## src/hdl/rnb_ram.sv

```systemverilog
// rms norm backward: generic single-write, single-read ram, registered read
// no dependencies
module rnb_ram #(
  parameter int WIDTH = 32,
  parameter int DEPTH = 64,
  localparam int AW = (DEPTH > 1) ? $clog2(DEPTH) : 1
) (
  input  logic             clk,
  input  logic             we,
  input  logic [AW-1:0]    waddr,
  input  logic [WIDTH-1:0] wdata,
  input  logic             re,
  input  logic [AW-1:0]    raddr,
  output logic [WIDTH-1:0] rdata
);

  logic [WIDTH-1:0] mem_r [DEPTH];
  logic [WIDTH-1:0] rdata_r;

  // write port and registered read port
  always_ff @(posedge clk) begin
    if (we) begin
      mem_r[waddr] <= wdata;
    end
    if (re) begin
      rdata_r <= mem_r[raddr];
    end
  end

  assign rdata = rdata_r;

endmodule

```

## config.mk

```make
export PLATFORM = sky130hd
export DESIGN_NAME = rnb_ram
export DESIGN_NICKNAME = d
export VERILOG_FILES = /design/src/hdl/rnb_ram.sv
export SDC_FILE = /design/constraint.sdc
export NUM_CORES = 2
export LEC_CHECK = 0
export BUFFER_PORTS_ARGS = -buffer_cell sky130_fd_sc_hd__buf_2
export CORE_AREA = 3 3 329 493
export CTS_CLUSTER_SIZE = 40
export DETAILED_ROUTE_END_ITERATION = 12
export DIE_AREA = 0 0 332 496
export PLACE_DENSITY = 0.65
export SYNTH_ARGS = -nofsm -noshare
export SYNTH_HDL_FRONTEND = slang
export SYNTH_SLANG_ARGS = --single-unit
```

## constraint.sdc

```tcl
create_clock -name clk -period 4.7 [get_ports clk]
set_clock_uncertainty 0.15 [all_clocks]
set_input_delay 0.47 -clock clk [delete_from_list [all_inputs] [get_ports clk]]
set_output_delay 0.47 -clock clk [all_outputs]
set_load 0.03 [all_outputs]
```

==> results.yml <==
status:
  run_status: "finished clean"
sta:
  setup_violations: 0
  timing.setup.tns_ns: 0
  max_freq_mhz: 312
  finalHoldViolations: 0
  fin_crit_sh: 0.683
  worst_slew_pin_slew_ns: 1.36
  maxSlewViolCount: 0
  rsz0062_at_grt: "false"
  period_needed_ns: 3.21
  max_slew_margin: 0.0942
critical_path:
  arrival_ns: 3.57
  critical_path.startpoint_type: "primary input"
  worstSetupPathType: "primary input to flop"
  crit_path_frequent_cell: "mux4_2"
  cp-startpoint: "raddr[0]"
  r2r-start: "mem_r[55][0]$_DFFE_PP_"
  path_max_fanout: 61
  cpMaxStageDelayCell: "o22ai_1"
  cp_top_family: "multiplexers"
  crit_buf_inv: 2
  critPathMaxStageDelay_ns: 0.62
  required_ns: 5.06
  cp-end-kind: "flop"
  path_cells: "buf_8 -> buf_12 -> mux4_2 -> mux4_2 -> o22ai_1 -> nor2_1"
placed_design:
  placed_cells: 5478
  gp_congestion: 0.808
  dp_hpwl_um: 119000
  portBuffers: 78
cts:
  htreeDepth: 4
  root_buffer: "clkbuf_16"
  clkLatencyLatePin_ns: 0.80
  path_clk_slew_ns: 0.06
  clkSinkCount: 2080
  cts_tree: "done"
  postCtsResizedCells: 0
  postCtsHoldBufs: 0
  clk_path_buf_depth: 3
  post_cts_buffers: 0
  numCtsBuffers: 177
layout:
  synthToLayoutAreaGrowth_pct: 12.6
  n_fill_cell: 11400
  fin_nets: 3623
  layoutNonFillerInstCount: 5802
  seq_area_um2: 62500
  final_layout_size_suffix_gt1_frac: 0.299
  multiInputGateArea_um2: 16000
power_and_ir_drop:
  ir_drop_uv: 386
  p_leak_nw: 27.5
  cellPowerDensity_nw_per_um2: 414
grt:
  grt_max_degree: 77
  track_usage: 0.250
  antenna_found_initial: 10
  grt_pass1_wl_um: 289000
  grt_pass1_vias: 38000
  overflow: 0
floorplanning:
  rows: 179
  initial_utilization: 0.497
  coreArea_um2: 159000
  num_io_pins: 79
  die_h_um: 496
  dieArea_um2: 165000
  die_x_um: 332
routing:
  via_per_inst: 6.39
  drt_first_iter_violations: 4667
  drtPass1Iterations: 5
  drt-wirelength-per-cell_um: 35.2
  drt_wl_total_um: 204000
  drcViolationCount: 0
  final_antenna_net_count: 0
  vias: 37100
yosys:
  ys_seq_area_frac: 0.792
  synth_area_um2: 78800
  synthCells: 3324
  syn_nets: 3371
  avgSynthCellArea_um2: 23.7
  yosysWarnings: 0
  synth.distinct_cells: 33
  ys_seq_elements: 2080
flow_run:
  cap_violations: 0
worst_hold_path:
  hold_path_class: "primary input to flop"
  worstHoldStart: "wdata[14]"
[power by group]
group | leakage [nW] | total (mW) | switching (mW) | internal, mW
sequential | 18.7 | 20.6 | 0.0740 | 20.6
clock | 2.69 | 14.1 | 6.45 | 7.67
combinational | 6.03 | 1.96 | 1.26 | 0.699
[worst paths after layout]
path                                                end  slack, ns  depth (start not counted)
worst max-delay path                 rdata[0]$_DFFE_PP_       1.49                          6
worst min-delay path            mem_r[30][14]$_DFFE_PP_       0.20                          2
worst max register to register       rdata[0]$_DFFE_PP_       2.08                          4
worst min register to register       rdata[8]$_DFFE_PP_       0.72                          4
[metal layers]
metal	part of all wire	track usage	wire length [µm]	vias up
met4	0.036	0.0868	7350	6
met3	0.076	0.0427	15400	344
met5	0.00015	0	31	-
met2	0.52	0.437	106000	1745
li1	-	-	-	14800
met1	0.37	0.322	74900	20200
[Yosys cell counts, drive strengths merged]
| cell | instances | area share |
|---|---|---|
| edfxtp | 2080 | 0.79 |
| mux2i | 93 | 0.012 |
| or3 | 3 | 0.00024 |
| o221ai | 27 | 0.0030 |
| nand2b | 8 | 0.00063 |
| mux4 | 544 | 0.16 |
| a21oi | 62 | 0.0039 |
| o22ai | 84 | 0.0067 |
| nand4 | 2 | 0.00016 |
| a311oi | 8 | 0.00089 |
| nor2b | 15 | 0.0012 |
| and2 | 2 | 0.00016 |
| o32ai | 4 | 0.00044 |
| nor2 | 137 | 0.0065 |
| nand3b | 5 | 0.00048 |
| buf | 108 | 0.0077 |
| and3 | 4 | 0.00032 |
| nor3 | 7 | 0.00044 |
| a41o | 4 | 0.00051 |
| a22oi | 12 | 0.0011 |
| or3b | 5 | 0.00056 |
| a31oi | 1 | 0.000079 |
| nand2 | 26 | 0.0012 |
| or2 | 3 | 0.00024 |
| nand3 | 5 | 0.00032 |
| nand4b | 1 | 0.00011 |
| clkbuf | 74 | 0.0035 |
[worst register-to-register path: stages, from the launching register on]
cell,delay [ns]
edfxtp_1,0.37
mux4_2,0.49
mux4_2,0.54
o22ai_1,0.63
nor2_1,0.17
[placed cells by master, fill, tap and decap left out, drive strengths merged, types with 7 or more instances in the layout]
cell    Yosys  layout
edfxtp   2080    2080
mux4      544     544
buf       108     255
clkbuf     74     216
nor2      137     137
mux2i      93      93
o22ai      84      84
clkinv      0      77
a21oi      62      62
o221ai     27      27
nand2      26      26
nor2b      15      15
a22oi      12      12
bufinv      0      11
a311oi      8       8
nand2b      8       8
inv         0       8
nor3        7       7
[registers in the layout, indices dropped and copies added, names as in the netlist]
signal	count
mem_r	2048
rdata	32
[through the flow]
| step | instance area, µm² | power [mW] | hold slack [ns] | utilization | setup WS (ns) |
|---|---|---|---|---|---|
| global placement | 83300 | 23.0 | 0.708 | 0.525 | 0.526 |
| CTS | 88800 | 37.0 | 0.159 | 0.560 | 1.44 |
| floorplan | 78800 | 22.1 | 0.419 | - | 0.920 |
| detailed placement | 83300 | 23.0 | 0.703 | 0.525 | 0.578 |
| finish | 88800 | 36.7 | 0.200 | 0.560 | 1.49 |
| global route | 88800 | 37.7 | 0.184 | 0.560 | 1.36 |
[cell type report]
type	instances	area share
Antenna cell	6	0.000169
Tap cell	2081	0.0293
Multi-Input combinational cell	1062	0.180
Clock buffer	216	0.0525
Sequential cell	2080	0.703
Clock inverter	102	0.00944
Timing Repair Buffer	255	0.0254
[logic make-up after synthesis]
group	share of synthesized area
and+or+nand+nor	0.0126
DFF	0.792
AOI/OAI and AO/OA	0.0167
muxes	0.167
buffers and inverters	0.0112
Note: power is estimated with default switching activity, not from simulation.
