==> config.mk <==
export PLATFORM = sky130hd
export DESIGN_NAME = rnb_jobq
export DESIGN_NICKNAME = d
export VERILOG_FILES = /design/src/hdl/rnb_pkg.sv /design/src/hdl/rnb_jobq.sv
export SDC_FILE = /design/constraint.sdc
export NUM_CORES = 1
export LEC_CHECK = 0
export BUFFER_PORTS_ARGS = -buffer_cell sky130_fd_sc_hd__buf_2
export CAP_MARGIN = 20
export CORE_UTILIZATION = 31
export DETAILED_ROUTE_END_ITERATION = 8
export GPL_ROUTABILITY_DRIVEN = 0
export SYNTH_ARGS = -nofsm -noshare
export SYNTH_HDL_FRONTEND = slang
export SYNTH_SLANG_ARGS = --single-unit
==> constraint.sdc <==
create_clock -name clk -period 5.8 [get_ports clk]
set_input_delay 1.16 -clock clk [delete_from_list [all_inputs] [get_ports clk]]
set_output_delay 1.16 -clock clk [all_outputs]
set_load 0.01 [all_outputs]
==> src/hdl/rnb_pkg.sv <==
// rms norm backward: shared types, field widths and codes
// used by the interfaces, front, back, job queue and top; depends on nothing
package rnb_pkg;

  localparam int DATA_W   = 16;   // x and dy, signed Q4.11
  localparam int LEN_W    = 7;    // row length and element count
  localparam int EPS_W    = 22;   // epsilon, Q.22
  localparam int CFG_W    = 22;   // widest configuration register
  localparam int CFG_IDX_W = 1;
  localparam int SUM_W    = 36;   // square sum, Q.22
  localparam int MS_W     = 37;   // mean square plus epsilon
  localparam int SQ_W     = 48;   // sqrt radicand
  localparam int RMS_W    = 24;   // rms, Q.16
  localparam int DIV_NW   = 41;   // divider numerator width
  localparam int DIV_DW   = 24;   // divider denominator width
  localparam int VAL_W    = 48;   // result value, Q31.16
  localparam int IDX_W    = 6;

  localparam logic signed [VAL_W-1:0] VAL_MAX = {1'b0, {(VAL_W-1){1'b1}}};
  localparam logic signed [VAL_W-1:0] VAL_MIN = {1'b1, {(VAL_W-1){1'b0}}};

  localparam logic [LEN_W-1:0] LEN_RESET = 7'd64;
  localparam logic [EPS_W-1:0] EPS_RESET = 22'd4;

  typedef enum logic {
    CMD_LOAD = 1'b0,
    CMD_READ = 1'b1
  } cmd_t;

  typedef enum logic {
    KIND_IGRAD = 1'b0,
    KIND_WGRAD = 1'b1
  } kind_t;

  typedef enum logic [CFG_IDX_W-1:0] {
    CFG_ROW_LENGTH = 1'b0,
    CFG_EPSILON    = 1'b1
  } cfg_reg_t;

  // one unit of work handed from front to back
  typedef struct packed {
    logic             is_read;
    logic             bank;
    logic [LEN_W-1:0] len;
    logic [SUM_W-1:0] sum;
    logic [EPS_W-1:0] eps;
  } job_t;

  typedef enum logic [3:0] {
    BK_IDLE,
    BK_MEAN,
    BK_SQRT,
    BK_ROW_RD,
    BK_ROW_DATA,
    BK_ROW_DIV,
    BK_ROW_OUT,
    BK_WG_RD,
    BK_WG_OUT
  } back_state_t;

endpackage

==> src/hdl/rnb_jobq.sv <==
// rms norm backward: two-entry job queue between front and back
// depends on rnb_pkg for job_t
module rnb_jobq import rnb_pkg::*; (
  input  logic clk,
  input  logic rst_n,
  input  logic push,
  input  job_t job_in,
  output logic full,
  input  logic pop,
  output job_t job_out,
  output logic empty
);

  job_t       ent_r [2];
  logic       wp_r, rp_r;
  logic [1:0] cnt_r;

  // pointers and fill count
  always_ff @(posedge clk) begin
    if (!rst_n) begin
      wp_r  <= 1'b0;
      rp_r  <= 1'b0;
      cnt_r <= 2'd0;
    end else begin
      if (push) begin
        wp_r <= ~wp_r;
      end
      if (pop) begin
        rp_r <= ~rp_r;
      end
      cnt_r <= cnt_r + {1'b0, push} - {1'b0, pop};
    end
  end

  // entry storage
  always_ff @(posedge clk) begin
    if (push) begin
      ent_r[wp_r] <= job_in;
    end
  end

  assign job_out = ent_r[rp_r];
  assign full    = cnt_r == 2'd2;
  assign empty   = cnt_r == 2'd0;

endmodule

==> out/summary.txt <==
slowest stage delay, CP: 1.06 ns
CP delay by family, top: flip-flops
DR WL/cell: 14.8 um
Switching Power: 526 uW
Worst-Margin Slew: 1.09 ns
slowest CP cell: dfxtp_4
setup TNS: 0 ns
fin area: 6660 sq um
Total GRT Usage: 11.1%
endpoint arrival time on the critical path: 2.10 ns
Via-to-Cell Ratio: 4.21
switching power share of the total: 21.6%
CTS Hold Bufs: 0
Worst Setup Slack, final: 2.54 ns
Synth Area per Inst: 22.6 sq um
proportion of synthesized area in mux cells: 16.8%
clk_lat worst skew: 0.41 ns
Req. time, crit path: 4.64 ns
clk sinks: 139
Period minus WS final: 3.26 ns
share of layout cells above drive strength 1: 60.4%
global route overflow: 0
count of final hold-check violations: 0
synth warn: 0
Reg clk slew, reported paths: 0.06 ns
post-synthesis xor/xnor area fraction: 0.605%
starting density of the core: 32.2%
maxcap violations: 0
crit-path cells: mux2_2, buf_2
WL final: 9.06 mm
Placement Setup Slack: 2.63 ns
Worst Skew: 0.00434 ns
Post-Synthesis Cells: 229
# IOs: 140
die height: 131 um
DR vias: 2569
Hold WS: 0.582 ns
largest family of logic cells by synthesized area: multiplexers
synthesis-stage register bit count: 139
post-synthesis compound-gate area fraction: 0.145%
clk root buf: clkbuf_16
hold path start: rp_r
CTS tree: done
Worst R2R End: ent_r[0][14]
antenna violations before repair: 0
vias in the first global route: 2822
Worst R2R Start: wp_r
Post CTS Setup Buffer Count: 0
first-pass GRT wire length: 14.3 mm
placed insts: 578
Placed Area: 6100 sq um
unrepaired setup endpoints after global routing: false
standard-cell rows: 46
CP Capture Type: output pin
Reg2Reg Depth: 2
Num CTS Buffers: 17
core area: 16100 sq um
DRT Pass-1 Iters: 4
Critical Path Source Type: register
initial DRC count: 107
fin nets: 454
Clock Tree Buf Depth: 2
Mapped Area: 5170 sq um
hold path cells: 2
Cell Int Power: 1.91 mW
ANT cells: 0
Logic pwr share: 9.2%
fmax: 0.307 GHz
Slew Limit Fails: 0
Adder-Cell Fraction of Synth Area: 0.484%
pin count of the biggest net entering global routing: 68
part of the power in registers: 49.1%
H-tree depth: 4
Area growth syn-to-layout: 28.8%
Final Non-Filler Cells: 610
final setup vio count: 0
WS Path Type: register to output pin
Synth Area in Simple Gates: 1.04%
sequential-to-total area share from yosys stat: 79.7%
Routed Antenna Nets: 0
# port buffers: 139
Buf+Inv Stages, Crit Path: 1
leakage: 2.56 nW
Final period util: 56.2%
post-detail-place hpwl: 5.58 mm
Rel. slew slack: 27.5%
chip width: 131 um
Post-Syn Nets: 302
post_cts resized: 0
die area: 17200 sq um
FF-to-FF setup slack: 3.69 ns
HP Class: register to register
Worst Path Max Fanout: 67
DRC errors left: 0
status: completed
PD cells: 366 nW/um^2
Yosys cell types: 15
peak supply drop: 180 uV
clock power share: 41.7%
cells in the mapped netlist, drive strengths merged:
| master | instances | area [sq um] |
|---|---|---|
| edfxtp | 134 | 4020 |
| mux2 | 67 | 867 |
| buf | 7 | 56.3 |
| dfxtp | 5 | 100 |
| and2 | 4 | 25.0 |
| nor2b | 4 | 25.0 |
| ha | 2 | 25.0 |
| inv | 2 | 7.51 |
| nor2 | 1 | 3.75 |
| o21a | 1 | 7.51 |
| xnor3 | 1 | 22.5 |
| xor2 | 1 | 8.76 |
routing by layer:
layer,wire (um),track usage (%)
met1,3780,11.6
met2,4440,18.4
met3,687,5.56
met4,152,5.36
met5,0,0
power groups by stage:
stage	sequential (mW)	combinational, mW	clock, mW
CTS	1.20	0.230	1.05
global placement	1.22	0.226	0
global route	1.20	0.244	1.08
detailed placement	1.22	0.229	0
finish	1.20	0.225	1.02
floorplan	1.20	0.154	0
cells by family after synthesis:
kind of cell / Yosys count
buffers and inverters: 9
flip-flops: 139
adder cells (fa/ha/maj): 2
AND/OR/NAND/NOR: 9
AO/OA/AOI/OAI: 1
multiplexers: 67
XOR/XNOR: 2
metrics by stage:
step / utilization [%] / total power [mW]
CTS: 41.5 / 2.47
global route: 41.5 / 2.53
finish: 41.5 / 2.44
floorplan: - / 1.35
detailed placement: 38.0 / 1.45
global placement: 38.0 / 1.44
worst reg2reg max path: cells and delay by family, from the launching register on:
kind / cells / cell delay [ns]
simple gates: 1 / 0.77
buf+inv: 1 / 0.63
flops: 1 / 0.34
area by class of cell:
type                    count  area (sq um)
well taps                 216           270
clock inverters            13           128
multi-input cells          81           995
clock buffers              19           433
repair buffers            140           703
inverters                   2          7.51
fillers                  1455          9390
flip-flops and latches    139          4130
state kept, by name (all words and copies together) (netlist names), named ones only:
signal  flops
rp_r        1
ent_r     134
wp_r        1
cnt_r       2
worst max-delay path by stage:
stage | slack, ns | cells past startpoint | end | from
3_3_place_gp | 2.70 | 3 | ent_r[0][1] | push
4_1_cts | 2.48 | 2 | job_out[2] | register
6_report | 2.54 | 2 | job_out[2] | register
3_5_place_dp | 2.63 | 3 | ent_r[0][1] | push
5_1_grt | 2.42 | 2 | job_out[2] | register
2_1_floorplan | 1.17 | 1 | ent_r[0][0] | push
cell usage in the layout (no fill, tap or decap):
master / synthesis / routed
buf_2: 3 / 139
edfxtp_1: 134 / 134
mux2_2: 37 / 37
mux2_4: 30 / 30
clkbuf_16: 0 / 17
clkinv_2: 0 / 4
dfxtp_1: 5 / 4
and2_1: 4 / 3
nor2b_1: 4 / 3
clkinvlp_4: 0 / 3
inv_1: 2 / 2
ha_1: 2 / 2
clkinv_4: 0 / 2
bufinv_16: 0 / 2
clkinv_1: 0 / 2
clkbuf_1: 0 / 2
nor2_1: 1 / 1
and2_4: 0 / 1
xor2_1: 1 / 1
nor2b_4: 0 / 1
o21a_1: 1 / 1
xnor3_1: 1 / 1
dfxtp_4: 0 / 1
buf_4: 1 / 1
No activity file was read; power rests on OpenSTA's default activity.
