File: config.mk
export PLATFORM = sky130hd
export DESIGN_NAME = rnb_front_flat
export DESIGN_NICKNAME = d
export VERILOG_FILES = /design/src/hdl/rnb_pkg.sv /design/src/hdl/rnb_if.sv /design/src/hdl/rnb_front.sv /design/src/flat_wrapper.sv
export SDC_FILE = /design/constraint.sdc
export NUM_CORES = 1
export LEC_CHECK = 0
export BUFFER_PORTS_ARGS = -buffer_cell sky130_fd_sc_hd__buf_4
export CORE_MARGIN = 2
export CORE_UTILIZATION = 55
export DETAILED_ROUTE_END_ITERATION = 16
export HOLD_SLACK_MARGIN = 0.08
export MAX_ROUTING_LAYER = met4
export PLACE_DENSITY_LB_ADDON = 0.1
export SLEW_MARGIN = 20
export SYNTH_ARGS = -nofsm -noshare
export SYNTH_HDL_FRONTEND = slang
export SYNTH_SLANG_ARGS = --single-unit
File: constraint.sdc
create_clock -name clk -period 8.7 [get_ports clk]
set_input_delay 0.87 -clock clk [delete_from_list [all_inputs] [get_ports clk]]
set_output_delay 0.87 -clock clk [all_outputs]
set_load 0.05 [all_outputs]
File: src/hdl/rnb_pkg.sv
// rms norm backward: shared types, field widths and codes
// used by the interfaces, front, back, job queue and top; depends on nothing
package rnb_pkg;

  localparam int DATA_W   = 16;   // x and dy, signed Q4.11
  localparam int LEN_W    = 7;    // row length and element count
  localparam int EPS_W    = 22;   // epsilon, Q.22
  localparam int CFG_W    = 22;   // widest configuration register
  localparam int CFG_IDX_W = 1;
  localparam int SUM_W    = 36;   // square sum, Q.22
  localparam int MS_W     = 37;   // mean square plus epsilon
  localparam int SQ_W     = 48;   // sqrt radicand
  localparam int RMS_W    = 24;   // rms, Q.16
  localparam int DIV_NW   = 41;   // divider numerator width
  localparam int DIV_DW   = 24;   // divider denominator width
  localparam int VAL_W    = 48;   // result value, Q31.16
  localparam int IDX_W    = 6;

  localparam logic signed [VAL_W-1:0] VAL_MAX = {1'b0, {(VAL_W-1){1'b1}}};
  localparam logic signed [VAL_W-1:0] VAL_MIN = {1'b1, {(VAL_W-1){1'b0}}};

  localparam logic [LEN_W-1:0] LEN_RESET = 7'd64;
  localparam logic [EPS_W-1:0] EPS_RESET = 22'd4;

  typedef enum logic {
    CMD_LOAD = 1'b0,
    CMD_READ = 1'b1
  } cmd_t;

  typedef enum logic {
    KIND_IGRAD = 1'b0,
    KIND_WGRAD = 1'b1
  } kind_t;

  typedef enum logic [CFG_IDX_W-1:0] {
    CFG_ROW_LENGTH = 1'b0,
    CFG_EPSILON    = 1'b1
  } cfg_reg_t;

  // one unit of work handed from front to back
  typedef struct packed {
    logic             is_read;
    logic             bank;
    logic [LEN_W-1:0] len;
    logic [SUM_W-1:0] sum;
    logic [EPS_W-1:0] eps;
  } job_t;

  typedef enum logic [3:0] {
    BK_IDLE,
    BK_MEAN,
    BK_SQRT,
    BK_ROW_RD,
    BK_ROW_DATA,
    BK_ROW_DIV,
    BK_ROW_OUT,
    BK_WG_RD,
    BK_WG_OUT
  } back_state_t;

endpackage

File: src/hdl/rnb_if.sv
// rms norm backward: input and result channel interfaces
// depends on rnb_pkg for field widths
interface rnb_in_if import rnb_pkg::*; ();
  logic                     valid;
  logic                     ready;
  logic                     cmd;
  logic signed [DATA_W-1:0] x_value;
  logic signed [DATA_W-1:0] dy_value;

  modport source (output valid, cmd, x_value, dy_value, input ready);
  modport sink   (input valid, cmd, x_value, dy_value, output ready);
endinterface


File: src/hdl/rnb_front.sv
// rms norm backward: front end, takes beats, stores row elements,
// sums squares and queues row and read jobs; depends on rnb_pkg, rnb_if
module rnb_front import rnb_pkg::*; #(
  parameter int MAX_HIDDEN = 64,
  localparam int AW = (MAX_HIDDEN > 1) ? $clog2(MAX_HIDDEN) : 1
) (
  input  logic                   clk,
  input  logic                   rst_n,
  rnb_in_if.sink                 in_ch,
  input  logic                   cfg_we,
  input  logic [CFG_IDX_W-1:0]   cfg_index,
  input  logic [CFG_W-1:0]       cfg_data,
  output logic                   row_we,
  output logic [AW:0]            row_waddr,
  output logic [2*DATA_W-1:0]    row_wdata,
  output logic                   q_push,
  output job_t                   q_job,
  input  logic                   q_full,
  input  logic                   row_done
);

  logic [LEN_W-1:0] row_length_r, row_length_nxt;
  logic [EPS_W-1:0] eps_r, eps_nxt;
  logic [SUM_W-1:0] sum_r, sum_nxt;
  logic [LEN_W-1:0] count_r, count_nxt;
  logic             bank_r, bank_nxt;
  logic [1:0]       rows_out_r, rows_out_nxt;

  logic [LEN_W-1:0]    eff_len;
  logic [DATA_W-1:0]   mag_x;
  logic [2*DATA_W-1:0] sq;
  logic [SUM_W:0]      sum_add;
  logic [SUM_W-1:0]    sum_sat;
  logic [LEN_W-1:0]    count_inc;
  logic                accept, is_read, load, row_end, row_push;

  // clamp of the row length register
  always_comb begin
    if (row_length_r == '0) begin
      eff_len = LEN_W'(1);
    end else if (row_length_r > LEN_W'(MAX_HIDDEN)) begin
      eff_len = LEN_W'(MAX_HIDDEN);
    end else begin
      eff_len = row_length_r;
    end
  end

  // square of the activation, saturating sum
  always_comb begin
    mag_x   = in_ch.x_value[DATA_W-1] ? DATA_W'(~in_ch.x_value + 1'b1) : in_ch.x_value;
    sq      = mag_x * mag_x;
    sum_add = {1'b0, sum_r} + (SUM_W+1)'(sq);
    sum_sat = sum_add[SUM_W] ? '1 : sum_add[SUM_W-1:0];
  end

  // beat handling; any beat stalls while the job queue is full or both row banks belong to the back
  assign in_ch.ready = !q_full && (rows_out_r != 2'd2);
  assign accept      = in_ch.valid && in_ch.ready;
  assign is_read     = in_ch.cmd == CMD_READ;
  assign load        = accept && !is_read;
  assign count_inc   = count_r + 1'b1;
  assign row_end     = count_inc >= eff_len;
  assign row_push    = load && row_end;

  assign row_we    = load;
  assign row_waddr = {bank_r, count_r[AW-1:0]};
  assign row_wdata = {in_ch.x_value, in_ch.dy_value};

  assign q_push        = (accept && is_read) || row_push;
  assign q_job.is_read = is_read;
  assign q_job.bank    = bank_r;
  assign q_job.len     = eff_len;
  assign q_job.sum     = sum_sat;
  assign q_job.eps     = eps_r;

  // next state
  always_comb begin
    row_length_nxt = row_length_r;
    eps_nxt        = eps_r;
    sum_nxt        = sum_r;
    count_nxt      = count_r;
    bank_nxt       = bank_r;
    rows_out_nxt   = rows_out_r + {1'b0, row_push} - {1'b0, row_done};
    if (cfg_we) begin
      unique case (cfg_index)
        CFG_ROW_LENGTH: row_length_nxt = cfg_data[LEN_W-1:0];
        CFG_EPSILON:    eps_nxt        = cfg_data[EPS_W-1:0];
        default:        ;
      endcase
    end
    if (load) begin
      if (row_end) begin
        sum_nxt   = '0;
        count_nxt = '0;
        bank_nxt  = ~bank_r;
      end else begin
        sum_nxt   = sum_sat;
        count_nxt = count_inc;
      end
    end
  end

  always_ff @(posedge clk) begin
    if (!rst_n) begin
      row_length_r <= LEN_RESET;
      eps_r        <= EPS_RESET;
      sum_r        <= '0;
      count_r      <= '0;
      bank_r       <= 1'b0;
      rows_out_r   <= 2'd0;
    end else begin
      row_length_r <= row_length_nxt;
      eps_r        <= eps_nxt;
      sum_r        <= sum_nxt;
      count_r      <= count_nxt;
      bank_r       <= bank_nxt;
      rows_out_r   <= rows_out_nxt;
    end
  end

endmodule

File: src/flat_wrapper.sv
// flat-port wrapper written by rule: the top's interface ports become plain ports
module rnb_front_flat import rnb_pkg::*;
#(
  parameter int MAX_HIDDEN = 64,
  localparam int AW = (MAX_HIDDEN > 1) ? $clog2(MAX_HIDDEN) : 1
)
  (clk, rst_n, cfg_we, cfg_index, cfg_data, row_we, row_waddr, row_wdata, q_push, q_job, q_full, row_done, in_ch_valid, in_ch_cmd, in_ch_x_value, in_ch_dy_value, in_ch_ready);
  rnb_in_if in_ch_i ();
  input  logic clk;
  input  logic rst_n;
  input  logic cfg_we;
  input  logic [CFG_IDX_W-1:0] cfg_index;
  input  logic [CFG_W-1:0] cfg_data;
  output logic row_we;
  output logic [AW:0] row_waddr;
  output logic [2*DATA_W-1:0] row_wdata;
  output logic q_push;
  output job_t q_job;
  input  logic q_full;
  input  logic row_done;
  input wire logic [$bits(in_ch_i.valid)-1:0] in_ch_valid;
  input wire logic [$bits(in_ch_i.cmd)-1:0] in_ch_cmd;
  input wire logic [$bits(in_ch_i.x_value)-1:0] in_ch_x_value;
  input wire logic [$bits(in_ch_i.dy_value)-1:0] in_ch_dy_value;
  output wire logic [$bits(in_ch_i.ready)-1:0] in_ch_ready;
  assign in_ch_i.valid = in_ch_valid;
  assign in_ch_i.cmd = in_ch_cmd;
  assign in_ch_i.x_value = in_ch_x_value;
  assign in_ch_i.dy_value = in_ch_dy_value;
  assign in_ch_ready = in_ch_i.ready;
  rnb_front #(.MAX_HIDDEN(MAX_HIDDEN)) u_core (.clk(clk), .rst_n(rst_n), .in_ch(in_ch_i), .cfg_we(cfg_we), .cfg_index(cfg_index), .cfg_data(cfg_data), .row_we(row_we), .row_waddr(row_waddr), .row_wdata(row_wdata), .q_push(q_push), .q_job(q_job), .q_full(q_full), .row_done(row_done));
endmodule
==> summary.md <==
| Metric | Value |
|---|---|
| Clock-pin slew on the worst setup and hold paths | `~0.070 ns` |
| Final setup margin | `about 0.076 ns` |
| Final Max Tran Viols | `0` |
| WP data arrival | `slightly below 8 ns` |
| Clock Root Buffer | `clkbuf_16` |
| H-tree depth | `3` |
| Hold Slack | `0.4558 ns` |
| Post-synth cell types | `85` |
| Min Tclk post-route | `~8.6 ns` |
| Final worst-path cycle share | `approximately 99%` |
| Row cnt | `54` |
| Setup Viol. Count Final | `0` |
| Ys Warns | `0` |
| Top cells by area, synth | `fa_1 (31%), dfxtp_1 (12%), ha_1 (12%), inv_1 (10%), nand2_1 (5.8%)` |
| Max FO, Critical Path | `4` |
| Cell with the most instances after synthesis | `inv_1` |
| ANT cells | `0` |
| Clock skew | `0.01180 ns` |
| First-pass GRT wire length | `around 52000 um` |
| Vias per cell | `about 5.2` |
| Setup Crit Path Kind | `input pin to primary output` |
| Synthesized area | `~0.012 mm^2` |
| Synthesis-to-layout area growth | `30.75%` |
| CTS max path bufs | `2` |
| Synth top area share | `a little under a third` |
| Seq/Total Area, Yosys | `12.13%` |
| Die width | `approximately 150 um` |
| 1st-iter DRT viols | `about 460` |
| WP buf/inv | `9` |
| Placer Congestion | `approximately 0.90` |
| Most used cell, CP | `fa_1` |
| Worst-Margin Slew | `around 1 ns` |
| Clk sink count | `75` |
| CP max stage delay | `~0.57 ns` |
| Num CTS Buffers | `9` |
| Hold Path Class | `register to register` |
| FFs w/ async S/R, synth | `0%` |
| Syn Inst Count | `1462` |
| Antenna violations before repair | `0` |
| Crit. End Element | `primary output` |
| RSZ-0062 raised after global routing | `yes` |
| Layout cells sized above 1 | `roughly 30%` |
| Max Cap Viol | `0` |
| Number of synthesized flops with an enable pin | `0` |
| Total gr overflow | `0` |
| Synth area leader | `fa_1` |
| Most frequent cells after synthesis | `inv_1 (345), fa_1 (194), nand2_1 (191)` |
| Fmax | `roughly 0.12 GHz` |
| Pre-CTS WS | `-0.2258 ns` |
| Post-route antenna net violation count | `0` |
| Number of global-route vias before repair | `approximately 11000` |
| Status | `completed` |
| CTS tree | `built` |
| Critical path's slowest cell | `fa_1` |
| Input/output buffers | `138` |
| WL final | `between 30000 and 40000 um` |
| Core area | `approximately 0.022 mm^2` |
| DRC viols | `0` |
| Final Hold Vio Count | `0` |
| Fillcell total | `around 1700` |
| Synthesized area per cell | `about 8.5 um^2` |
| DR WL/cell | `16.23 um` |
| Main synth FF type | `dfxtp_1` |
| Die area | `about 0.024 mm^2` |
| Ports | `between 150 and 200` |
| Starting density of the core | `56.38%` |
| Critical Path RT | `~7.8 ns` |
| Overall Global Routing Usage | `~29%` |
| Crit path max-delay family | `adder cells` |
| 1st-pass router iterations | `5` |
| Die height | `154.0 um` |
| Largest net degree at the start of global routing | `35` |
| DP HPWL | `approximately 26000 um` |
| Yosys reg bits | `75` |
| Clk_lat worst skew | `approximately 0.35 ns` |
| Startpoint class of the critical path | `input pin` |
| Slew HR | `31.54%` |
| DR vias | `approximately 10000` |
| Nets | `2100` |
## worst min-delay path, stage by stage (launching register included)
cell     delay, ns
dfxtp_1       0.31
nand2_1       0.05
a21oi_1       0.05
## metal layers
metal,GRT usage [%],wire length [um],vias up
li1,-,-,5006
met4,7.521,807,0
met2,47.00,16450,257
met5,-,0,-
met3,5.581,1892,60
met1,36.16,13540,5165
## per-stage QoR
stage | TNS [ns] | utilization [%] | instances | area (um^2)
after floorplan | -0.06442 | - | 1471 | 12440
after global placement | -2.049 | 66.48 | 1968 | 14600
after detailed placement | -5.489 | 66.48 | 1968 | 14600
after CTS | -0.01423 | 70.10 | 1999 | 15390
after global routing | -1.989 | 73.71 | 2014 | 16190
final | 0 | 73.71 | 2014 | 16190
## cell usage in the layout, fill, tap and decap left out, drive strengths merged, types with 4 or more instances in the layout
| master | netlist | layout |
|---|---|---|
| o21ai | 34 | 34 |
| inv | 351 | 353 |
| o21bai | 4 | 4 |
| nor2 | 87 | 87 |
| a21o | 18 | 18 |
| a31oi | 5 | 5 |
| xnor2 | 25 | 25 |
| o21a | 13 | 13 |
| a211oi | 6 | 6 |
| clkbuf | 27 | 11 |
| buf | 56 | 329 |
| dfxtp | 75 | 75 |
| and3 | 6 | 6 |
| fa | 194 | 194 |
| nor2b | 4 | 4 |
| nand2b | 11 | 11 |
| conb | 2 | 11 |
| ha | 115 | 115 |
| mux2i | 7 | 7 |
| and2 | 7 | 7 |
| o31ai | 5 | 5 |
| a21oi | 63 | 63 |
| nand3 | 25 | 25 |
| nor3 | 14 | 14 |
| o211ai | 5 | 5 |
| or3 | 9 | 9 |
| xor2 | 24 | 24 |
| clkinv | 5 | 7 |
| a22o | 32 | 32 |
| a2111oi | 5 | 5 |
| nand2 | 191 | 191 |
## path summary, 6_finish.rpt
path,startpoint,to,slack [ns],cells past startpoint
min reg2reg,u_core.eps_r[7],u_core.eps_r[7],0.46,2
min,u_core.eps_r[7],u_core.eps_r[7],0.46,2
max,in_ch_x_value[0],q_job[53],0.08,30
max reg2reg,u_core.sum_r[8],u_core.sum_r[35],3.78,19
## cell families (layout without fill, tap and decap cells)
family                     after synthesis  after routing  synth area share [%]
xor gates and xnor gates                49             49                 3.709
buffers and inverters                  439            702                 14.91
and+or+nand+nor                        371            371                 13.28
muxes                                    9              9                0.7479
AOI/OAI and AO/OA                      208            208                 12.17
adders and majority gates              309            309                 43.00
other                                    2             11               0.06067
DFF                                     75             75                 12.13
## final cells by class
| cell class | instances | area [um^2] | share of cell area, % |
|---|---|---|---|
| Inverter | 356 | 1354 | 8.364 |
| Sequential cell | 75 | 1501 | 9.276 |
| Clock inverter | 6 | 72.57 | 0.4484 |
| Timing Repair Buffer | 330 | 2793 | 17.25 |
| Tap cell | 280 | 350.3 | 2.165 |
| Multi-Input combinational cell | 957 | 9886 | 61.08 |
| Clock buffer | 10 | 229.0 | 1.415 |
## flip-flops by register name (all words and copies together) (netlist names)
signal / count
u_core.sum_r: 36
u_core.eps_r: 22
u_core.count_r: 7
u_core.row_length_r: 7
u_core.rows_out_r: 2
u_core.bank_r: 1
## timing repair
item	in CTS	in global routing
hold endpoints to repair	0	0
resized for setup	87	157
setup buffers	15	15
endpoints found under the setup margin	35	36
hold buffers	0	0
pin swaps	19	57
cloned	0	1
Power is left out: the tool's default activity adds up to more than one toggle a clock period on the data nets, which glitch-free logic cannot reach.
