===== src/hdl/rnb_pkg.sv =====
// rms norm backward: shared types, field widths and codes
// used by the interfaces, front, back, job queue and top; depends on nothing
package rnb_pkg;

  localparam int DATA_W   = 16;   // x and dy, signed Q4.11
  localparam int LEN_W    = 7;    // row length and element count
  localparam int EPS_W    = 22;   // epsilon, Q.22
  localparam int CFG_W    = 22;   // widest configuration register
  localparam int CFG_IDX_W = 1;
  localparam int SUM_W    = 36;   // square sum, Q.22
  localparam int MS_W     = 37;   // mean square plus epsilon
  localparam int SQ_W     = 48;   // sqrt radicand
  localparam int RMS_W    = 24;   // rms, Q.16
  localparam int DIV_NW   = 41;   // divider numerator width
  localparam int DIV_DW   = 24;   // divider denominator width
  localparam int VAL_W    = 48;   // result value, Q31.16
  localparam int IDX_W    = 6;

  localparam logic signed [VAL_W-1:0] VAL_MAX = {1'b0, {(VAL_W-1){1'b1}}};
  localparam logic signed [VAL_W-1:0] VAL_MIN = {1'b1, {(VAL_W-1){1'b0}}};

  localparam logic [LEN_W-1:0] LEN_RESET = 7'd64;
  localparam logic [EPS_W-1:0] EPS_RESET = 22'd4;

  typedef enum logic {
    CMD_LOAD = 1'b0,
    CMD_READ = 1'b1
  } cmd_t;

  typedef enum logic {
    KIND_IGRAD = 1'b0,
    KIND_WGRAD = 1'b1
  } kind_t;

  typedef enum logic [CFG_IDX_W-1:0] {
    CFG_ROW_LENGTH = 1'b0,
    CFG_EPSILON    = 1'b1
  } cfg_reg_t;

  // one unit of work handed from front to back
  typedef struct packed {
    logic             is_read;
    logic             bank;
    logic [LEN_W-1:0] len;
    logic [SUM_W-1:0] sum;
    logic [EPS_W-1:0] eps;
  } job_t;

  typedef enum logic [3:0] {
    BK_IDLE,
    BK_MEAN,
    BK_SQRT,
    BK_ROW_RD,
    BK_ROW_DATA,
    BK_ROW_DIV,
    BK_ROW_OUT,
    BK_WG_RD,
    BK_WG_OUT
  } back_state_t;

endpackage


===== src/hdl/rnb_if.sv =====


interface rnb_out_if import rnb_pkg::*; ();
  logic                    valid;
  logic                    ready;
  logic                    kind;
  logic [IDX_W-1:0]        index;
  logic signed [VAL_W-1:0] value;
  logic                    last;

  modport source (output valid, kind, index, value, last, input ready);
  modport sink   (input valid, kind, index, value, last, output ready);
endinterface


===== src/hdl/rnb_ram.sv =====
// rms norm backward: generic single-write, single-read ram, registered read
// no dependencies
module rnb_ram #(
  parameter int WIDTH = 32,
  parameter int DEPTH = 64,
  localparam int AW = (DEPTH > 1) ? $clog2(DEPTH) : 1
) (
  input  logic             clk,
  input  logic             we,
  input  logic [AW-1:0]    waddr,
  input  logic [WIDTH-1:0] wdata,
  input  logic             re,
  input  logic [AW-1:0]    raddr,
  output logic [WIDTH-1:0] rdata
);

  logic [WIDTH-1:0] mem_r [DEPTH];
  logic [WIDTH-1:0] rdata_r;

  // write port and registered read port
  always_ff @(posedge clk) begin
    if (we) begin
      mem_r[waddr] <= wdata;
    end
    if (re) begin
      rdata_r <= mem_r[raddr];
    end
  end

  assign rdata = rdata_r;

endmodule


===== src/hdl/rnb_div.sv =====
// rms norm backward: unsigned restoring divider, one quotient bit per cycle
// no dependencies
module rnb_div #(
  parameter int NW = 41,
  parameter int DW = 24,
  localparam int CW = $clog2(NW + 1)
) (
  input  logic          clk,
  input  logic          rst_n,
  input  logic          start,
  input  logic [NW-1:0] num,
  input  logic [DW-1:0] den,
  output logic          busy,
  output logic [NW-1:0] quo
);

  logic [CW-1:0] cnt_r, cnt_nxt;
  logic [NW-1:0] quo_r, quo_nxt;
  logic [DW-1:0] rem_r, rem_nxt;
  logic [DW-1:0] den_r, den_nxt;
  logic [DW:0]   rem_sh;
  logic          ge;

  // one shift-subtract step per cycle
  always_comb begin
    rem_sh  = {rem_r, quo_r[NW-1]};
    ge      = rem_sh >= {1'b0, den_r};
    cnt_nxt = cnt_r;
    quo_nxt = quo_r;
    rem_nxt = rem_r;
    den_nxt = den_r;
    if (start) begin
      cnt_nxt = CW'(NW);
      quo_nxt = num;
      rem_nxt = '0;
      den_nxt = den;
    end else if (cnt_r != '0) begin
      cnt_nxt = cnt_r - 1'b1;
      quo_nxt = {quo_r[NW-2:0], ge};
      rem_nxt = ge ? DW'(rem_sh - {1'b0, den_r}) : rem_sh[DW-1:0];
    end
  end

  always_ff @(posedge clk) begin
    if (!rst_n) begin
      cnt_r <= '0;
    end else begin
      cnt_r <= cnt_nxt;
    end
  end

  always_ff @(posedge clk) begin
    quo_r <= quo_nxt;
    rem_r <= rem_nxt;
    den_r <= den_nxt;
  end

  assign busy = cnt_r != '0;
  assign quo  = quo_r;

endmodule


===== src/hdl/rnb_back.sv =====
// rms norm backward: back end, mean, square root, per-column gradients,
// weight accumulators and result register; depends on rnb_pkg, rnb_if,
// rnb_ram, rnb_div
module rnb_back import rnb_pkg::*; #(
  parameter int MAX_HIDDEN = 64,
  localparam int AW = (MAX_HIDDEN > 1) ? $clog2(MAX_HIDDEN) : 1
) (
  input  logic                clk,
  input  logic                rst_n,
  input  logic                q_empty,
  input  job_t                q_job,
  output logic                q_pop,
  output logic                row_re,
  output logic [AW:0]         row_raddr,
  input  logic [2*DATA_W-1:0] row_rdata,
  output logic                row_done,
  rnb_out_if.source           out_ch
);

  back_state_t      state_r, state_nxt;
  job_t             job_r, job_nxt;
  logic [LEN_W-1:0] h_r, h_nxt;
  logic [RMS_W-1:0] rms_r, rms_nxt;
  logic [SQ_W-1:0]  sq_v_r, sq_v_nxt;
  logic [25:0]      sq_rem_r, sq_rem_nxt;
  logic [RMS_W-1:0] sq_res_r, sq_res_nxt;
  logic [4:0]       sq_i_r, sq_i_nxt;
  logic             neg_g_r, neg_g_nxt, neg_w_r, neg_w_nxt;
  logic             zero_g_r, zero_g_nxt, zero_w_r, zero_w_nxt;
  logic signed [VAL_W-1:0] acc_r, acc_nxt;
  logic [MAX_HIDDEN-1:0]   acc_vld_r, acc_vld_nxt;

  logic                    out_valid_r, out_valid_nxt;
  logic                    out_kind_r, out_kind_nxt;
  logic [IDX_W-1:0]        out_index_r, out_index_nxt;
  logic signed [VAL_W-1:0] out_value_r, out_value_nxt;
  logic                    out_last_r, out_last_nxt;

  // accumulator memory
  logic             acc_we, acc_re;
  logic [VAL_W-1:0] acc_wdata, acc_rdata;

  // dividers: a does the mean and the weight term, b the input gradient
  logic              div_a_start, div_b_start, div_a_busy, div_b_busy;
  logic [DIV_NW-1:0] div_a_num, div_b_num, div_a_quo, div_b_quo;
  logic [DIV_DW-1:0] div_a_den;

  // element datapath
  logic signed [DATA_W-1:0] x_s, dy_s;
  logic [DATA_W-1:0]        mag_x, mag_dy;
  logic [2*DATA_W-1:0]      prod;
  logic [DIV_NW-1:0]        num_w, num_g;
  logic [MS_W-1:0]          ms;
  logic [25:0]              rem_sh, trial;
  logic                     sq_ge;
  logic signed [VAL_W-1:0]  g_val, w_val, q_g, q_w;
  logic signed [VAL_W:0]    acc_sum;
  logic signed [VAL_W-1:0]  acc_sat;
  logic                     out_free, is_last, h_vld;

  rnb_ram #(.WIDTH(VAL_W), .DEPTH(MAX_HIDDEN)) u_acc_ram (
    .clk   (clk),
    .we    (acc_we),
    .waddr (h_r[AW-1:0]),
    .wdata (acc_wdata),
    .re    (acc_re),
    .raddr (h_r[AW-1:0]),
    .rdata (acc_rdata)
  );

  rnb_div #(.NW(DIV_NW), .DW(DIV_DW)) u_div_a (
    .clk   (clk),
    .rst_n (rst_n),
    .start (div_a_start),
    .num   (div_a_num),
    .den   (div_a_den),
    .busy  (div_a_busy),
    .quo   (div_a_quo)
  );

  rnb_div #(.NW(DIV_NW), .DW(DIV_DW)) u_div_b (
    .clk   (clk),
    .rst_n (rst_n),
    .start (div_b_start),
    .num   (div_b_num),
    .den   (rms_r),
    .busy  (div_b_busy),
    .quo   (div_b_quo)
  );

  // element operands from the row store
  always_comb begin
    x_s    = row_rdata[2*DATA_W-1:DATA_W];
    dy_s   = row_rdata[DATA_W-1:0];
    mag_x  = x_s[DATA_W-1] ? DATA_W'(~x_s + 1'b1) : x_s;
    mag_dy = dy_s[DATA_W-1] ? DATA_W'(~dy_s + 1'b1) : dy_s;
    prod   = mag_dy * mag_x;
    num_w  = {prod[2*DATA_W-2:0], 10'b0};
    num_g  = DIV_NW'({mag_dy, 21'b0});
  end

  // divider operand selection
  assign div_a_num = (state_r == BK_IDLE) ? DIV_NW'(q_job.sum) : num_w;
  assign div_a_den = (state_r == BK_IDLE) ? DIV_DW'(q_job.len) : rms_r;
  assign div_b_num = num_g;

  // mean square plus epsilon, one square root step
  always_comb begin
    ms     = MS_W'(div_a_quo[SUM_W-1:0]) + MS_W'(job_r.eps);
    rem_sh = {sq_rem_r[23:0], sq_v_r[SQ_W-1:SQ_W-2]};
    trial  = {sq_res_r, 2'b01};
    sq_ge  = rem_sh >= trial;
  end

  // signed, saturated results of the two quotients
  always_comb begin
    q_g = VAL_W'(div_b_quo);
    q_w = VAL_W'(div_a_quo);
    if (zero_g_r) begin
      g_val = '0;
    end else if (rms_r == '0) begin
      g_val = neg_g_r ? VAL_MIN : VAL_MAX;
    end else begin
      g_val = neg_g_r ? -q_g : q_g;
    end
    if (zero_w_r) begin
      w_val = '0;
    end else if (rms_r == '0) begin
      w_val = neg_w_r ? VAL_MIN : VAL_MAX;
    end else begin
      w_val = neg_w_r ? -q_w : q_w;
    end
    acc_sum = {acc_r[VAL_W-1], acc_r} + {w_val[VAL_W-1], w_val};
    if (acc_sum[VAL_W] != acc_sum[VAL_W-1]) begin
      acc_sat = acc_sum[VAL_W] ? VAL_MIN : VAL_MAX;
    end else begin
      acc_sat = acc_sum[VAL_W-1:0];
    end
  end

  assign out_free = !out_valid_r || out_ch.ready;
  assign is_last  = (h_r + 1'b1) == job_r.len;
  assign h_vld    = acc_vld_r[h_r[AW-1:0]];

  // sequencer
  always_comb begin
    state_nxt     = state_r;
    job_nxt       = job_r;
    h_nxt         = h_r;
    rms_nxt       = rms_r;
    sq_v_nxt      = sq_v_r;
    sq_rem_nxt    = sq_rem_r;
    sq_res_nxt    = sq_res_r;
    sq_i_nxt      = sq_i_r;
    neg_g_nxt     = neg_g_r;
    neg_w_nxt     = neg_w_r;
    zero_g_nxt    = zero_g_r;
    zero_w_nxt    = zero_w_r;
    acc_nxt       = acc_r;
    acc_vld_nxt   = acc_vld_r;
    out_valid_nxt = out_valid_r && !out_ch.ready;
    out_kind_nxt  = out_kind_r;
    out_index_nxt = out_index_r;
    out_value_nxt = out_value_r;
    out_last_nxt  = out_last_r;
    q_pop         = 1'b0;
    row_re        = 1'b0;
    row_raddr     = {job_r.bank, h_r[AW-1:0]};
    row_done      = 1'b0;
    acc_we        = 1'b0;
    acc_re        = 1'b0;
    acc_wdata     = acc_sat;
    div_a_start   = 1'b0;
    div_b_start   = 1'b0;
    unique case (state_r)
      BK_IDLE: begin
        if (!q_empty) begin
          q_pop   = 1'b1;
          job_nxt = q_job;
          h_nxt   = '0;
          if (q_job.is_read) begin
            state_nxt = BK_WG_RD;
          end else begin
            div_a_start = 1'b1;
            state_nxt   = BK_MEAN;
          end
        end
      end
      BK_MEAN: begin
        if (!div_a_busy) begin
          sq_v_nxt   = SQ_W'({ms, 10'b0});
          sq_rem_nxt = '0;
          sq_res_nxt = '0;
          sq_i_nxt   = 5'd23;
          state_nxt  = BK_SQRT;
        end
      end
      BK_SQRT: begin
        sq_v_nxt   = {sq_v_r[SQ_W-3:0], 2'b00};
        sq_rem_nxt = sq_ge ? rem_sh - trial : rem_sh;
        sq_res_nxt = {sq_res_r[RMS_W-2:0], sq_ge};
        sq_i_nxt   = sq_i_r - 1'b1;
        if (sq_i_r == '0) begin
          rms_nxt   = {sq_res_r[RMS_W-2:0], sq_ge};
          state_nxt = BK_ROW_RD;
        end
      end
      BK_ROW_RD: begin
        row_re    = 1'b1;
        acc_re    = 1'b1;
        state_nxt = BK_ROW_DATA;
      end
      BK_ROW_DATA: begin
        div_a_start = 1'b1;
        div_b_start = 1'b1;
        neg_g_nxt   = dy_s[DATA_W-1];
        zero_g_nxt  = dy_s == '0;
        neg_w_nxt   = dy_s[DATA_W-1] ^ x_s[DATA_W-1];
        zero_w_nxt  = (dy_s == '0) || (x_s == '0);
        acc_nxt     = h_vld ? acc_rdata : '0;
        state_nxt   = BK_ROW_DIV;
      end
      BK_ROW_DIV: begin
        if (!div_a_busy && !div_b_busy) begin
          state_nxt = BK_ROW_OUT;
        end
      end
      BK_ROW_OUT: begin
        if (out_free) begin
          out_valid_nxt = 1'b1;
          out_kind_nxt  = KIND_IGRAD;
          out_index_nxt = h_r[IDX_W-1:0];
          out_value_nxt = g_val;
          out_last_nxt  = is_last;
          acc_we        = 1'b1;
          acc_vld_nxt[h_r[AW-1:0]] = 1'b1;
          h_nxt         = h_r + 1'b1;
          if (is_last) begin
            row_done  = 1'b1;
            state_nxt = BK_IDLE;
          end else begin
            state_nxt = BK_ROW_RD;
          end
        end
      end
      BK_WG_RD: begin
        acc_re    = 1'b1;
        state_nxt = BK_WG_OUT;
      end
      BK_WG_OUT: begin
        if (out_free) begin
          out_valid_nxt = 1'b1;
          out_kind_nxt  = KIND_WGRAD;
          out_index_nxt = h_r[IDX_W-1:0];
          out_value_nxt = h_vld ? acc_rdata : '0;
          out_last_nxt  = is_last;
          h_nxt         = h_r + 1'b1;
          if (is_last) begin
            acc_vld_nxt = '0;
            state_nxt   = BK_IDLE;
          end else begin
            state_nxt = BK_WG_RD;
          end
        end
      end
      default: state_nxt = BK_IDLE;
    endcase
  end

  // control state
  always_ff @(posedge clk) begin
    if (!rst_n) begin
      state_r     <= BK_IDLE;
      acc_vld_r   <= '0;
      out_valid_r <= 1'b0;
    end else begin
      state_r     <= state_nxt;
      acc_vld_r   <= acc_vld_nxt;
      out_valid_r <= out_valid_nxt;
    end
  end

  // datapath registers
  always_ff @(posedge clk) begin
    job_r       <= job_nxt;
    h_r         <= h_nxt;
    rms_r       <= rms_nxt;
    sq_v_r      <= sq_v_nxt;
    sq_rem_r    <= sq_rem_nxt;
    sq_res_r    <= sq_res_nxt;
    sq_i_r      <= sq_i_nxt;
    neg_g_r     <= neg_g_nxt;
    neg_w_r     <= neg_w_nxt;
    zero_g_r    <= zero_g_nxt;
    zero_w_r    <= zero_w_nxt;
    acc_r       <= acc_nxt;
    out_kind_r  <= out_kind_nxt;
    out_index_r <= out_index_nxt;
    out_value_r <= out_value_nxt;
    out_last_r  <= out_last_nxt;
  end

  assign out_ch.valid = out_valid_r;
  assign out_ch.kind  = out_kind_r;
  assign out_ch.index = out_index_r;
  assign out_ch.value = out_value_r;
  assign out_ch.last  = out_last_r;

endmodule


===== src/flat_wrapper.sv =====
// flat-port wrapper written by rule: the top's interface ports become plain ports
module rnb_back_flat import rnb_pkg::*;
#(
  parameter int MAX_HIDDEN = 64,
  localparam int AW = (MAX_HIDDEN > 1) ? $clog2(MAX_HIDDEN) : 1
)
  (clk, rst_n, q_empty, q_job, q_pop, row_re, row_raddr, row_rdata, row_done, out_ch_valid, out_ch_kind, out_ch_index, out_ch_value, out_ch_last, out_ch_ready);
  rnb_out_if out_ch_i ();
  input  logic clk;
  input  logic rst_n;
  input  logic q_empty;
  input  job_t q_job;
  output logic q_pop;
  output logic row_re;
  output logic [AW:0] row_raddr;
  input  logic [2*DATA_W-1:0] row_rdata;
  output logic row_done;
  output wire logic [$bits(out_ch_i.valid)-1:0] out_ch_valid;
  output wire logic [$bits(out_ch_i.kind)-1:0] out_ch_kind;
  output wire logic [$bits(out_ch_i.index)-1:0] out_ch_index;
  output wire logic [$bits(out_ch_i.value)-1:0] out_ch_value;
  output wire logic [$bits(out_ch_i.last)-1:0] out_ch_last;
  input wire logic [$bits(out_ch_i.ready)-1:0] out_ch_ready;
  assign out_ch_valid = out_ch_i.valid;
  assign out_ch_kind = out_ch_i.kind;
  assign out_ch_index = out_ch_i.index;
  assign out_ch_value = out_ch_i.value;
  assign out_ch_last = out_ch_i.last;
  assign out_ch_i.ready = out_ch_ready;
  rnb_back #(.MAX_HIDDEN(MAX_HIDDEN)) u_core (.clk(clk), .rst_n(rst_n), .q_empty(q_empty), .q_job(q_job), .q_pop(q_pop), .row_re(row_re), .row_raddr(row_raddr), .row_rdata(row_rdata), .row_done(row_done), .out_ch(out_ch_i));
endmodule

===== config.mk =====
export PLATFORM = sky130hd
export DESIGN_NAME = rnb_back_flat
export DESIGN_NICKNAME = d
export VERILOG_FILES = /design/src/hdl/rnb_pkg.sv /design/src/hdl/rnb_if.sv /design/src/hdl/rnb_ram.sv /design/src/hdl/rnb_div.sv /design/src/hdl/rnb_back.sv /design/src/flat_wrapper.sv
export SDC_FILE = /design/constraint.sdc
export NUM_CORES = 2
export LEC_CHECK = 0
export BUFFER_PORTS_ARGS = -buffer_cell sky130_fd_sc_hd__buf_2
export CAP_MARGIN = 40
export CORE_ASPECT_RATIO = 0.8
export CORE_MARGIN = 10
export CORE_UTILIZATION = 50
export DETAILED_ROUTE_END_ITERATION = 12
export PLACE_DENSITY_LB_ADDON = 0.15
export RECOVER_POWER = 50
export SLEW_MARGIN = 20
export SYNTH_ARGS = -nofsm -noshare
export SYNTH_HDL_FRONTEND = slang
export SYNTH_SLANG_ARGS = --single-unit

===== constraint.sdc =====
create_clock -name clk -period 10.9 [get_ports clk]
set_input_delay 0.545 -clock clk [delete_from_list [all_inputs] [get_ports clk]]
set_output_delay 0.545 -clock clk [all_outputs]
set_load 0.01 [all_outputs]

==> out/results.ini <==
[clocking]
clkTransAtPathRegs_ns=0.06
clock-sinks=3639
clock_latency_ns=0.93
cts_max_path_buffers=4
cts_tree=done
root_buffer=clkbuf_16
cts_inserted_buffers=356
htreeDepth=5

[final_layout]
ff_latch_area_mm2=0.108
fin_util_pct=56.5
fillers=23596
layout-drive-gt1-share_pct=8.54
final_nets=11173
fin_area_mm2=0.170
multi_input_area_mm2=0.0408
areaGrowthSynthToFinish_pct=12.3

[setup_path]
crit_top_cell=clkbuf_1
cp-start-kind=flip-flop
cp.required_ns=11.33
crit_fanout=34
crit_path_max_incr_delay_ns=2.37
cp.buffers_inverters=5
cp.arrival_ns=10.67
crit_path_cell_trace=clkbuf_1 > and3b_1 > clkbuf_1 > nand2_1 > clkbuf_1 > nor2_4 > clkbuf_1 > clkbuf_1
end_kind=flip-flop
crit_path_top_delay_cell=clkbuf_1
criticalPathCategory=flip-flop to flip-flop
critical-path-top-delay-family=buffers and inverters

[logic_synthesis]
synth_fa_ha_area_share_pct=4.71
ys_ff_latch=3639
synth.distinct_cells=85
syn_nets=10836
synthMuxAreaShare_pct=0.280
synth-compound-area-share_pct=14.1
synth_seq_area_share_pct=71.1
synth_top_family_by_area=compound AO/OA/AOI/OAI gates
synth_edf_count=3485
synth_simple_gate_area_share_pct=5.94
synth_cells=10282
ys.flop_type=edfxtp_1
netlist_area_mm2=0.151
postSynthAreaPerCell_um2=14.7
ys_warn_count=0
async_reset_ff_share_pct=0
synthXorXnorAreaFrac_pct=1.35

[routing]
ant_nets=0
first_pass_iters=6
wl_um=515000
vias=100040
drc_errors=0
wl_per_cell_um=34.6
drt_iter0_drc=16960
viasPerCell=6.71

[sta]
max_freq_ghz=0.0976
skew_ns=0.0673
setup_viol=0
hold_viol=0
fin_crit_ns=10.25
worst_pin_slew_ns=6.13
fin_crit_sh_pct=94.0
timing.final.max_slew_violations=3586
rsz0062_at_grt=false
slew_headroom_pct=-309
finalWorstSetupSlack_ns=0.653
tns_ns=0

[placed_design]
dp_hpwl_um=311000
place_ws_ns=1.50
place_area_mm2=0.160
numPortBuffers=169
gp_congestion=0.912

[global_route]
grt_max_degree=102
globalRoute.totalOverflow=0
first_global_vias=93574
grt_pass1_wl_um=719000
antenna_found_initial=31
grt_use_total_pct=30.4

[pwr]
p_total_w=0.0555
peakVddDrop_v=0.000479
power.density_mw_per_mm2=327
p_leak_nw=55.8

[die]
initial_core_util_pct=50.3
io_pins=170
die_area_mm2=0.325
rows=180
core_area_mm2=0.301
die_w_um=635
die_y_um=512

[hold_path]
hp-class=input pin to flip-flop

[status]
violations=capacitance limit, slew limit
outcome=finished with violations

[job]
max-cap-violations=151

synthesized netlist by cell type (27+ instances only):
master,number,area [µm²]
buf_1,80,300
nand2_1,513,1930
a211oi_1,56,420
nand3_1,122,611
nor4_1,67,419
o31ai_1,27,203
a22o_1,318,2790
nor2_1,653,2450
fa_1,197,3940
a21oi_1,459,2300
nor3_1,107,536
inv_1,375,1410
and2_1,27,169
xor2_1,94,823
o21ai_0,248,1240
xnor2_1,139,1220
nand4_1,123,769
nor2b_1,94,588
a221oi_1,314,2750
edfxtp_1,3485,105000
o21a_1,33,248
nand2b_1,50,313
and3_1,34,213
a31oi_1,325,2030
mux2i_1,39,390
a21o_1,87,653
dfxtp_1,154,3080
nor3b_1,28,210
or3_1,34,213
o22a_1,39,342
clkbuf_1,521,1960
a22oi_1,957,7180
ha_1,254,3180
placed cells by master (no fill, tap or decap), types with 96 or more instances in the layout:
master and count:
nand2_1 512, ha_1 254, buf_2 96, a21oi_1 427, dfxtp_1 154, a31oi_1 325, inv_1 374, clkbuf_16 358
a221oi_1 314, clkbuf_1 326, xnor2_1 139, nor3_1 102, fa_1 197, nand3_1 121, a22oi_1 957, a22o_1 317
buf_4 173, o21ai_0 239, edfxtp_1 3485, nor2_1 621, nand4_1 123
area by class of cell:
cell class | count | share of cell area [%]
clock buffer | 449 | 5.52
inverter | 377 | 0.833
timing repair buffer | 601 | 2.36
multi-input combinational | 5644 | 24.0
clock inverter | 176 | 0.996
antenna | 16 | 0.0235
sequential | 3639 | 63.3
tap | 4004 | 2.95
metrics by stage:
| stage | instances | hold slack, ns |
|---|---|---|
| after floorplan | 10282 | 0.426 |
| after global placement | 14139 | 0.440 |
| after detailed placement | 14209 | 0.436 |
| after CTS | 14875 | 0.000190 |
| after global routing | 14893 | 0.0297 |
| final | 14906 | 0.0405 |
sequential cells by signal, indices dropped and copies added (netlist names), 7 cells and up:
signal and flops:
u_core.acc_r 48, u_core.u_div_b.den_r 24, u_core.sq_rem_r 24, u_core.acc_vld_r 64, u_core.job_r 29, u_core.u_div_b.quo 41
u_core.u_div_a.rem_r 24, u_core.out_ch.value 48, u_core.u_div_b.rem_r 24, u_core.u_acc_ram.mem_r 3072, u_core.u_acc_ram.rdata 48, u_core.h_r 7
u_core.u_div_a.quo 41, u_core.sq_v_r 38, u_core.u_div_a.den_r 24, u_core.sq_res_r 24, u_core.rms_r 24
layer usage:
metal  wire (µm)  vias to the layer above  track usage (%)
met5         169                        -                0
li1            -                    41209                -
met1      213000                    50935             46.2
met3       69900                      899             7.65
met4       17200                       24             8.49
met2      215000                     6973             43.5
power breakdown:
group | total [W] | internal, W | leakage (nW) | switching [W]
logic | 0.0224 | 0.00676 | 17.6 | 0.0157
registers | 0.0211 | 0.0204 | 32.7 | 0.000690
clock network | 0.0120 | 0.00678 | 5.40 | 0.00525
total | 0.0555 | 0.0340 | 55.8 | 0.0216
tightest hold or removal path, cell delays in order:
cell     delay [ns]
buf_2          0.10
nand2_1        0.05
a31oi_1        0.07
worst paths after layout:
kind	start	to	slack, ns	cells past startpoint
min	q_job[32]	u_core.u_div_a.quo[10]	0.04	3
max reg2reg	u_core.h_r[2]	u_core.u_acc_ram.mem_r[30][4]	0.65	8
max	u_core.h_r[2]	u_core.u_acc_ram.mem_r[30][4]	0.65	8
min reg2reg	u_core.sq_res_r[18]	u_core.rms_r[19]	0.45	0
logic make-up (layout without fill, tap and decap cells):
group / Yosys count / after routing
flops: 3639 / 3639
compound gates: 2998 / 2998
simple gates: 1919 / 1919
buf+inv: 999 / 1603
fa+ha+maj: 452 / 452
xor+xnor: 233 / 233
mux: 42 / 42
other cells: 0 / 16
timing repair:
action | in CTS | in global routing
hold endpoints to repair | 42 | 0
resized for setup | 0 | 0
hold buffers | 41 | 0
buffers inserted | 0 | 0
Note: power is estimated with default switching activity, not from simulation.
